File: config.mk
export PLATFORM = sky130hd
export DESIGN_NAME = robust_peak_to_peak_level
export DESIGN_NICKNAME = d
export VERILOG_FILES = /design/src/hw/rtl/rpp_pkg.sv /design/src/hw/rtl/rpp_div.sv /design/src/hw/rtl/robust_peak_to_peak_level.sv
export SDC_FILE = /design/constraint.sdc
export NUM_CORES = 1
export LEC_CHECK = 0
export BUFFER_PORTS_ARGS = -buffer_cell sky130_fd_sc_hd__buf_4
export CAP_MARGIN = 20
export CORE_ASPECT_RATIO = 1.1
export CORE_MARGIN = 2
export CORE_UTILIZATION = 70
export CTS_BUF_LIST = sky130_fd_sc_hd__clkbuf_8
export CTS_CLUSTER_DIAMETER = 50
export CTS_CLUSTER_SIZE = 28
export DETAILED_ROUTE_END_ITERATION = 12
export PLACE_DENSITY = 0.87
export SETUP_SLACK_MARGIN = 0.4
export SKIP_CTS_REPAIR_TIMING = 1
export SYNTH_ARGS = -nofsm -noshare
export SYNTH_HDL_FRONTEND = slang
export SYNTH_SLANG_ARGS = --single-unit
export TNS_END_PERCENT = 20
File: constraint.sdc
create_clock -name clk -period 8.4 [get_ports clk]
set_clock_uncertainty 0.1 [all_clocks]
set_input_delay 0.42 -clock clk [delete_from_list [all_inputs] [get_ports clk]]
set_output_delay 0.42 -clock clk [all_outputs]
set_load 0.01 [all_outputs]
File: src/hw/rtl/rpp_pkg.sv
package rpp_pkg;

	// sample and accumulator widths
	localparam int SAMPLE_BITS = 10;
	localparam int MAX_WINDOWS = 256;
	localparam int CNT_W       = $clog2(MAX_WINDOWS + 1);
	localparam int SUM_W       = $clog2(MAX_WINDOWS * ((1 << SAMPLE_BITS) - 1) + 1);
	localparam int NUM_W       = $clog2(MAX_WINDOWS * ((1 << SAMPLE_BITS) - 1) * 100 + 1);
	localparam int LEVEL_W     = 16;
	localparam int ITER_W      = $clog2(NUM_W + 1);

	localparam logic [SAMPLE_BITS-1:0] SAMPLE_ONES = {SAMPLE_BITS{1'b1}};
	localparam logic [CNT_W-1:0]       COUNT_MAX   = CNT_W'(MAX_WINDOWS);
	localparam logic [LEVEL_W-1:0]     LEVEL_MAX   = {LEVEL_W{1'b1}};

	// command codes
	typedef enum logic [1:0] {
		CMD_SAMPLE = 2'd0,
		CMD_CLOSE  = 2'd1,
		CMD_FINISH = 2'd2,
		CMD_REPORT = 2'd3
	} cmd_t;

	// divider request and response
	typedef struct packed {
		logic              start;
		logic [NUM_W-1:0]  dividend;
		logic [CNT_W-1:0]  divisor;
	} div_req_t;

	typedef struct packed {
		logic              done;
		logic [NUM_W-1:0]  quotient;
	} div_rsp_t;

endpackage

File: src/hw/rtl/rpp_div.sv
module rpp_div import rpp_pkg::*; (
	input  logic     clk,
	input  logic     arst_n,
	input  div_req_t req,
	output div_rsp_t rsp
);

	logic [NUM_W-1:0]  quo_q;
	logic [CNT_W-1:0]  rem_q;
	logic [CNT_W-1:0]  dsr_q;
	logic [ITER_W-1:0] iter_q;
	logic              busy_q;
	logic              done_q;

	logic [CNT_W:0]    shifted;
	logic [CNT_W:0]    trial;
	logic              fits;

	// one restoring step: shift in the next dividend bit, try the subtract
	assign shifted = {rem_q, quo_q[NUM_W-1]};
	assign trial   = shifted - {1'b0, dsr_q};
	assign fits    = shifted >= {1'b0, dsr_q};

	// control
	always_ff @(posedge clk or negedge arst_n) begin
		if (!arst_n) begin
			busy_q <= 1'b0;
			done_q <= 1'b0;
			iter_q <= '0;
		end else begin
			done_q <= 1'b0;
			if (req.start) begin
				busy_q <= 1'b1;
				iter_q <= ITER_W'(NUM_W);
			end else if (busy_q) begin
				iter_q <= iter_q - 1'b1;
				if (iter_q == ITER_W'(1)) begin
					busy_q <= 1'b0;
					done_q <= 1'b1;
				end
			end
		end
	end

	// datapath
	always_ff @(posedge clk) begin
		if (req.start) begin
			quo_q <= req.dividend;
			rem_q <= '0;
			dsr_q <= req.divisor;
		end else if (busy_q) begin
			quo_q <= {quo_q[NUM_W-2:0], fits};
			rem_q <= fits ? trial[CNT_W-1:0] : shifted[CNT_W-1:0];
		end
	end

	assign rsp.done     = done_q;
	assign rsp.quotient = quo_q;

endmodule

File: src/hw/rtl/robust_peak_to_peak_level.sv
// sample, close and report act on acceptance; the report result appears in the next cycle
// finish runs the bit-serial restoring divider that forms floor(100 * sum / count), during
// which in_ready stays low; finish with no windows skips the divider and stores an empty result
// throughput: one beat per cycle for sample, close and report while no result beat is stalled
// reset: asynchronous, active low; trackers, sum, count and stored level cleared, empty flag set
module robust_peak_to_peak_level import rpp_pkg::*; (
	input  logic                   clk,
	input  logic                   arst_n,
	input  logic                   in_valid,
	output logic                   in_ready,
	input  logic [1:0]             command,
	input  logic [SAMPLE_BITS-1:0] sample,
	output logic                   out_valid,
	input  logic                   out_ready,
	output logic [LEVEL_W-1:0]     level,
	output logic                   empty_res
);

	typedef enum logic {
		ST_IDLE,
		ST_DIV
	} state_t;

	state_t                 state_q;
	logic [SAMPLE_BITS-1:0] lowest_q;
	logic [SAMPLE_BITS-1:0] second_lowest_q;
	logic [SAMPLE_BITS-1:0] highest_q;
	logic [SAMPLE_BITS-1:0] second_highest_q;
	logic [1:0]             fill_q;
	logic [SUM_W-1:0]       sum_q;
	logic [CNT_W-1:0]       count_q;
	logic [LEVEL_W-1:0]     stored_level_q;
	logic                   stored_empty_q;
	logic                   out_valid_q;
	logic [LEVEL_W-1:0]     level_q;
	logic                   empty_q;

	logic                   accept;
	cmd_t                   cmd;
	logic [SAMPLE_BITS-1:0] span;
	logic [NUM_W-1:0]       scaled;
	div_req_t               div_req;
	div_rsp_t               div_rsp;

	assign cmd      = cmd_t'(command);
	assign in_ready = (state_q == ST_IDLE) && (!out_valid_q || out_ready);
	assign accept   = in_valid && in_ready;

	// robust span, clamped at zero
	assign span = (second_highest_q > second_lowest_q) ?
		(second_highest_q - second_lowest_q) : '0;

	// 100 * sum as three shifted adds
	assign scaled = (NUM_W'(sum_q) << 6) + (NUM_W'(sum_q) << 5) + (NUM_W'(sum_q) << 2);

	// divider start
	always_comb begin
		div_req.start    = accept && (cmd == CMD_FINISH) && (count_q != '0);
		div_req.dividend = scaled;
		div_req.divisor  = count_q;
	end

	rpp_div u_div (
		.clk    (clk),
		.arst_n (arst_n),
		.req    (div_req),
		.rsp    (div_rsp)
	);

	// sequencer, trackers, accumulators and output register
	always_ff @(posedge clk or negedge arst_n) begin
		if (!arst_n) begin
			state_q          <= ST_IDLE;
			lowest_q         <= SAMPLE_ONES;
			second_lowest_q  <= SAMPLE_ONES;
			highest_q        <= '0;
			second_highest_q <= '0;
			fill_q           <= '0;
			sum_q            <= '0;
			count_q          <= '0;
			stored_level_q   <= '0;
			stored_empty_q   <= 1'b1;
			out_valid_q      <= 1'b0;
			level_q          <= '0;
			empty_q          <= 1'b1;
		end else begin
			if (out_valid_q && out_ready) begin
				out_valid_q <= 1'b0;
			end
			case (state_q)
				ST_IDLE: begin
					if (accept) begin
						case (cmd)
							CMD_SAMPLE: begin
								if (fill_q == 2'd0) begin
									lowest_q  <= sample;
									highest_q <= sample;
								end else begin
									if (sample < lowest_q) begin
										second_lowest_q <= lowest_q;
										lowest_q        <= sample;
									end else if (sample < second_lowest_q) begin
										second_lowest_q <= sample;
									end
									if (sample > highest_q) begin
										second_highest_q <= highest_q;
										highest_q        <= sample;
									end else if (sample > second_highest_q) begin
										second_highest_q <= sample;
									end
								end
								if (fill_q != 2'd2) begin
									fill_q <= fill_q + 2'd1;
								end
							end
							CMD_CLOSE: begin
								if (fill_q == 2'd2 && count_q != COUNT_MAX) begin
									sum_q   <= sum_q + SUM_W'(span);
									count_q <= count_q + 1'b1;
								end
								lowest_q         <= SAMPLE_ONES;
								second_lowest_q  <= SAMPLE_ONES;
								highest_q        <= '0;
								second_highest_q <= '0;
								fill_q           <= '0;
							end
							CMD_FINISH: begin
								if (count_q == '0) begin
									stored_level_q <= '0;
									stored_empty_q <= 1'b1;
								end else begin
									state_q <= ST_DIV;
								end
							end
							CMD_REPORT: begin
								out_valid_q <= 1'b1;
								level_q     <= stored_level_q;
								empty_q     <= stored_empty_q;
								sum_q       <= '0;
								count_q     <= '0;
							end
							default: begin
							end
						endcase
					end
				end
				ST_DIV: begin
					if (div_rsp.done) begin
						state_q        <= ST_IDLE;
						stored_empty_q <= 1'b0;
						stored_level_q <= (div_rsp.quotient[NUM_W-1:LEVEL_W] != '0) ?
							LEVEL_MAX : div_rsp.quotient[LEVEL_W-1:0];
					end
				end
				default: begin
					state_q <= ST_IDLE;
				end
			endcase
		end
	end

	assign out_valid = out_valid_q;
	assign level     = level_q;
	assign empty_res = empty_q;

endmodule

==> Yosys cells after proc, flatten, opt, wreduce, memory -nomap -nowiden <==
Index checks and enable logic that the tools add are counted.
{ "op_classes": {"reduce_logical": 24, "eq_ne": 18, "addsub": 8, "magnitude_cmp": 6, "n_mux": 52, "bitwise": 1} }
{ "op_table": {"columns": ["operator", "count"], "rows": [
  ["$mux 10", 11],
  ["$mux 16", 5],
  ["$pmux 10 s2", 4],
  ["$mux 25", 2],
  ["$pmux 18 s2", 1],
  ["$pmux 16 s2", 1],
  ["$gt 10x10->1", 3],
  ["$add 24x23->25", 1],
  ["$add 25x20->25", 1],
  ["$lt 10x10->1", 2],
  ["$reduce_and 4->1", 5],
  ["$add 18x10->18", 1],
  ["$mux 1", 18],
  ["$mux 18", 1],
  ["$mux 9", 2],
  ["$pmux 9 s2", 1],
  ["$reduce_bool 9->1", 2],
  ["$ne 3x3->1 const B", 4],
  ["$ge 10x9->1", 1],
  ["$mux 5", 2],
  ["$ne 2x2->1 const B", 5],
  ["$reduce_and 5->1", 2],
  ["$sub 10x10->10", 1],
  ["$add 9x1->9 const B", 1],
  ["19 further kinds", 32]
]} }
{ "word_totals": {"wordCells": 128, "ff_bits": 155, "input_bits": 16, "out_inout_bits": 19} }

==> Longest topological paths before layout <==
{ "depth": {"ltp_word": 7, "ltp_mapped": 22, "mapped_depth_nobuf": 21} }

==> Cells and area by module <==
Synthesis repeated with hierarchy kept, for this count alone.
{ "hier_totals": {"cells_unflattened": 1029, "area_unflattened_um2": 10212.3} }
{ "modules_own_cells": {"columns": ["mod", "instances", "seq_area_each_um2", "cells_per_inst", "area_each_um2"], "rows": [
  ["robust_peak_to_peak_level", 1, 2655.0, 828, 7661.1],
  ["rpp_div", 1, 1376.3, 201, 2551.2]
]} }

==> Least setup slack after synthesis <==
No wires, ideal clock.
{ "synth_path": {"kind": "reg2reg", "startpoint": "reg second_lowest_q[0]", "endpoint": "reg sum_q[16]", "setup_time_ns": 0.132, "t_required_ns": 8.168, "stages_incl_launch_ff": 20, "arrival_time_ns": 3.707, "period_less_slack_ns": 3.939, "slack_ns": 4.461, "n_path_buf": 1, "path_cell_list": "dfstp_2 > ha_1 > inv_1 > fa_1 > a21o_1 > a21oi_1 > o21ai_1 > o21bai_1 > a21boi_1 > o22ai_1 > clkbuf_1 > nor3_1 > ha_1 > o21ai_0 > a21oi_1 > o221ai_1 > a211oi_4 > nand4_1 > xnor2_1 > nor2_1"} }
{ "synth_between": {"elab_chain_cells": 5, "word_cells_on_any_way": 6, "classes_between": "add/sub: 2; order compare: 1; mux: 3"} }
{ "synth_rtl": {"columns": ["element", "line_no", "rtl"], "rows": [
  ["start, declared", "robust_peak_to_peak_level.sv:26", "logic [SAMPLE_BITS-1:0] second_lowest_q;"],
  ["start signal, assigned", "robust_peak_to_peak_level.sv:100", "second_lowest_q <= lowest_q;"],
  ["start signal, assigned", "robust_peak_to_peak_level.sv:103", "second_lowest_q <= sample;"],
  ["$sub 10x10->10 / $gt 10x10->1 (equally long branches)", "robust_peak_to_peak_level.sv:51, robust_peak_to_peak_level.sv:50", null],
  ["$mux 10 (*)", "robust_peak_to_peak_level.sv:50", "assign span = (second_highest_q > second_lowest_q) ?"],
  ["$add 18x10->18 (*)", "robust_peak_to_peak_level.sv:118", "sum_q <= sum_q + SUM_W'(span);"],
  ["$mux 18 (*)", "robust_peak_to_peak_level.sv:117", "if (fill_q == 2'd2 && count_q != COUNT_MAX) begin"],
  ["$pmux 18 s2 (*)", "robust_peak_to_peak_level.sv:93", "case (cmd)"],
  ["end signal, assigned", "robust_peak_to_peak_level.sv:118", null],
  ["end, declared", "robust_peak_to_peak_level.sv:30", "logic [SUM_W-1:0] sum_q;"]
]} }
Every way passes the cells marked *; elsewhere a longest branch is shown, timed or not. The select of a mux whose other input is x is not followed.
A chain may end at the register's enable or synchronous reset.

==> Final worst setup path <==
Ends and elaborated chain as after synthesis.

==> out/metrics.yaml <==
route:
  num_vias: 7934
  via_per_inst: 6.16
  avgRoutedWirePerCell_um: 17.2
  wl_um: 22200
  antenna_left: 0
  drt_iter0_drc: 827
  drc: 0
  drt_first_pass_iters: 6
critical_path:
  critPathMaxFanout: 11
  crit_required_ns: 8.63
  critPathKind: "register to register"
  rr_startpoint: "second_lowest_q[0]"
  cp_slowest_stage_delay_ns: 0.62
  critPathLaunchType: "register"
  cp.arrival_ns: 4.80
  critPathCaptureType: "register"
  cp-startpoint: "second_lowest_q[0]"
  cp_slowest_cell: "o22ai_1"
  path_cells: "ha_1 -> inv_1 -> fa_1 -> a21o_1 -> a21oi_1 -> o21ai_1 -> o21bai_1 -> a21boi_1 -> o22ai_1 -> nor2_1 -> ha_1 -> nand2b_1 -> a21oi_1 -> o221ai_1 -> a211oi_4 -> nand4_1 -> xnor2_1 -> nor2_1"
logic_synthesis:
  postSynth.asyncResetShare_pct: 72.3
  synth.avg_cell_area_um2: 9.47
  synth_top_cell_by_area: "dfrtp_1"
  synth_warnings: 0
  synth_seq_cells: 155
  ys_top_cells_by_count: "nand2_1 (121), ha_1 (99), dfrtp_1 (90), inv_1 (79), nor2_1 (78)"
  ys_seq_area_share_pct: 40.0
  yosysMostFrequentCell: "nand2_1"
  syn_nets: 1196
  netlist_area_mm2: 0.0101
  synth_edf_count: 34
  synth.area.top_cells: "dfrtp_1 (22%), ha_1 (12%), edfxtp_1 (10%)"
  synth_cell_types: 70
  yosysTopAreaCellShare_pct: 22.4
  yosys_most_used_dff: "dfrtp_1"
  post_synth_inst_count: 1063
clock_tree:
  cts.sinks: 155
  cts_buffers: 17
  cts_tree: "built"
  root_buffer: "clkbuf_8"
  htree_levels: 4
  clk_pin_slew_ns: 0.09
  cts_buffer_depth: 2
  clock_latency_ns: 0.46
die:
  rows: 45
  top_level_ports: 35
  fp.coreArea_mm2: 0.0139
  start_util_pct: 72.4
  chipWidth_um: 118
  fp.dieH_um: 130
  dieArea_mm2: 0.0154
grt:
  grt_usage_pct: 30.4
  grt_pass1_wl_um: 37400
  grt_overflow: 0
  grt_max_degree: 68
  antenna_found_initial: 0
  grt_pass1_vias: 7662
pwr:
  design_power_total_w: 0.00404
  leakagePower_nw: 5.06
  power_per_cell_area_mw_per_mm2: 372
  vdd.ir_drop.worst_mv: 0.328
place:
  hpwl_um: 16100
  port_buffers: 34
  dp_cells: 1252
  gp_congestion: 0.866
flow_run:
  maxCapViolations: 0
timing:
  min_period_over_period_pct: 54.4
  max_slew_margin_pct: 33.4
  whs_ns: 0.183
  max_freq_ghz: 0.219
  rsz0062_at_grt: "no"
  final-hold-violation-count: 0
  tightestPinTransition_ns: 0.996
  drv_slew: 0
  setup-violations-final: 0
  fin_tns_setup_ns: 0
  layout_min_cycle_time_ns: 4.57
cells_and_area:
  drive_gt1_share_pct: 12.5
  nets: 1220
  area_growth_pct: 7.79
  regArea_mm2: 0.00403
  fill_cells: 856
  multi_input_area_mm2: 0.00558
  final_cells: 1288
  antenna_cells: 0
hold_path:
  hp-start: "command[0]"
  hold_path_class: "input pin to register"
status:
  run_status: "complete, no violations"
[state kept, by name, indices dropped and copies added, names as in the netlist]
signal / cells
level: 16
empty_res: 1
second_lowest_q: 10
stored_empty_q: 1
lowest_q: 10
sum_q: 18
u_div.done_q: 1
second_highest_q: 10
count_q: 9
u_div.iter_q: 5
stored_level_q: 16
u_div.dsr_q: 9
fill_q: 2
highest_q: 10
out_valid: 1
u_div.quo_q: 25
u_div.busy_q: 1
u_div.rem_q: 9
state_q: 1
[final cells by class]
class / count / area share [%]
clock inverter: 13 / 0.957
clock buffer: 19 / 2.41
multi-input combinational: 788 / 51.4
timing repair buffer: 45 / 3.14
tap: 188 / 2.17
sequential: 155 / 37.1
inverter: 80 / 2.77
[final timing paths]
check | end | slack (ns) | depth (start not counted)
max | sum_q[16] | 3.83 | 18
min | fill_q[0] | 0.18 | 2
max reg2reg | sum_q[16] | 3.83 | 18
min reg2reg | stored_empty_q | 0.38 | 2
max in group asynchronous | second_highest_q[8] | 6.53 | 3
min in group asynchronous | u_div.iter_q[0] | 0.42 | 2
[cell usage in the layout, fill, tap and decap left out, types with 5 or more instances in the layout]
cell,synthesis,layout
o21a_1,13,13
edfxtp_1,34,34
ha_1,99,99
nor3_1,28,28
mux2_2,20,20
nand2_1,121,121
xnor2_1,27,27
o21ai_0,72,72
a21o_1,16,16
fa_1,18,18
nand3_1,22,22
xor2_1,23,23
nor2_1,78,78
nand4_1,15,15
dfrtp_1,90,90
a211oi_1,18,18
a21oi_1,63,63
o21ai_1,28,28
or3_1,5,5
clkbuf_8,0,19
mux2i_1,16,16
nor2b_1,11,11
buf_4,4,44
nand2b_1,21,21
dfstp_2,22,22
inv_1,79,81
dfxtp_1,9,9
[logic make-up (layout without fill, tap and decap cells)]
group,Yosys count,count (layout),share of synthesized area (%)
adder cells (fa/ha/maj),117,117,15.9
buffers and inverters,120,157,4.76
flip-flops,155,155,40.0
AO/OA/AOI/OAI,253,253,15.4
XOR/XNOR,50,50,4.35
multiplexers,36,36,3.83
AND/OR/NAND/NOR,332,332,15.7
[stage by stage]
stage	utilization [%]	setup WS (ns)	area, um^2
2_1_floorplan	-	4.46	10100
3_3_place_gp	75.2	4.03	10500
3_5_place_dp	75.2	3.88	10500
4_1_cts	77.8	3.85	10800
5_1_grt	78.0	3.44	10900
6_report	78.0	3.83	10900
[worst max-delay path: cells and delay by family, from the launching register on]
| family | cells | cell delay (ns) |
|---|---|---|
| AND/OR/NAND/NOR | 4 | 0.44 |
| XOR/XNOR | 1 | 0.16 |
| buffers and inverters | 1 | 0.06 |
| flip-flops | 1 | 0.56 |
| AO/OA/AOI/OAI | 9 | 2.21 |
| adder cells (fa/ha/maj) | 3 | 0.92 |
[metal layers]
layer	routed length (um)	global-route usage [%]	up-vias
met1	9870	42.1	3852
li1	-	-	3766
met3	1420	5.42	45
met5	0	0	-
met4	436	9.07	0
met2	10500	49.8	271
[power breakdown]
| group | switching, W | internal, W |
|---|---|---|
| Clock | 0.000279 | 0.000247 |
| Combinational | 0.00117 | 0.000916 |
| Sequential | 0.000269 | 0.00116 |
| Total | 0.00172 | 0.00232 |
No activity file was read; power rests on OpenSTA's default activity.
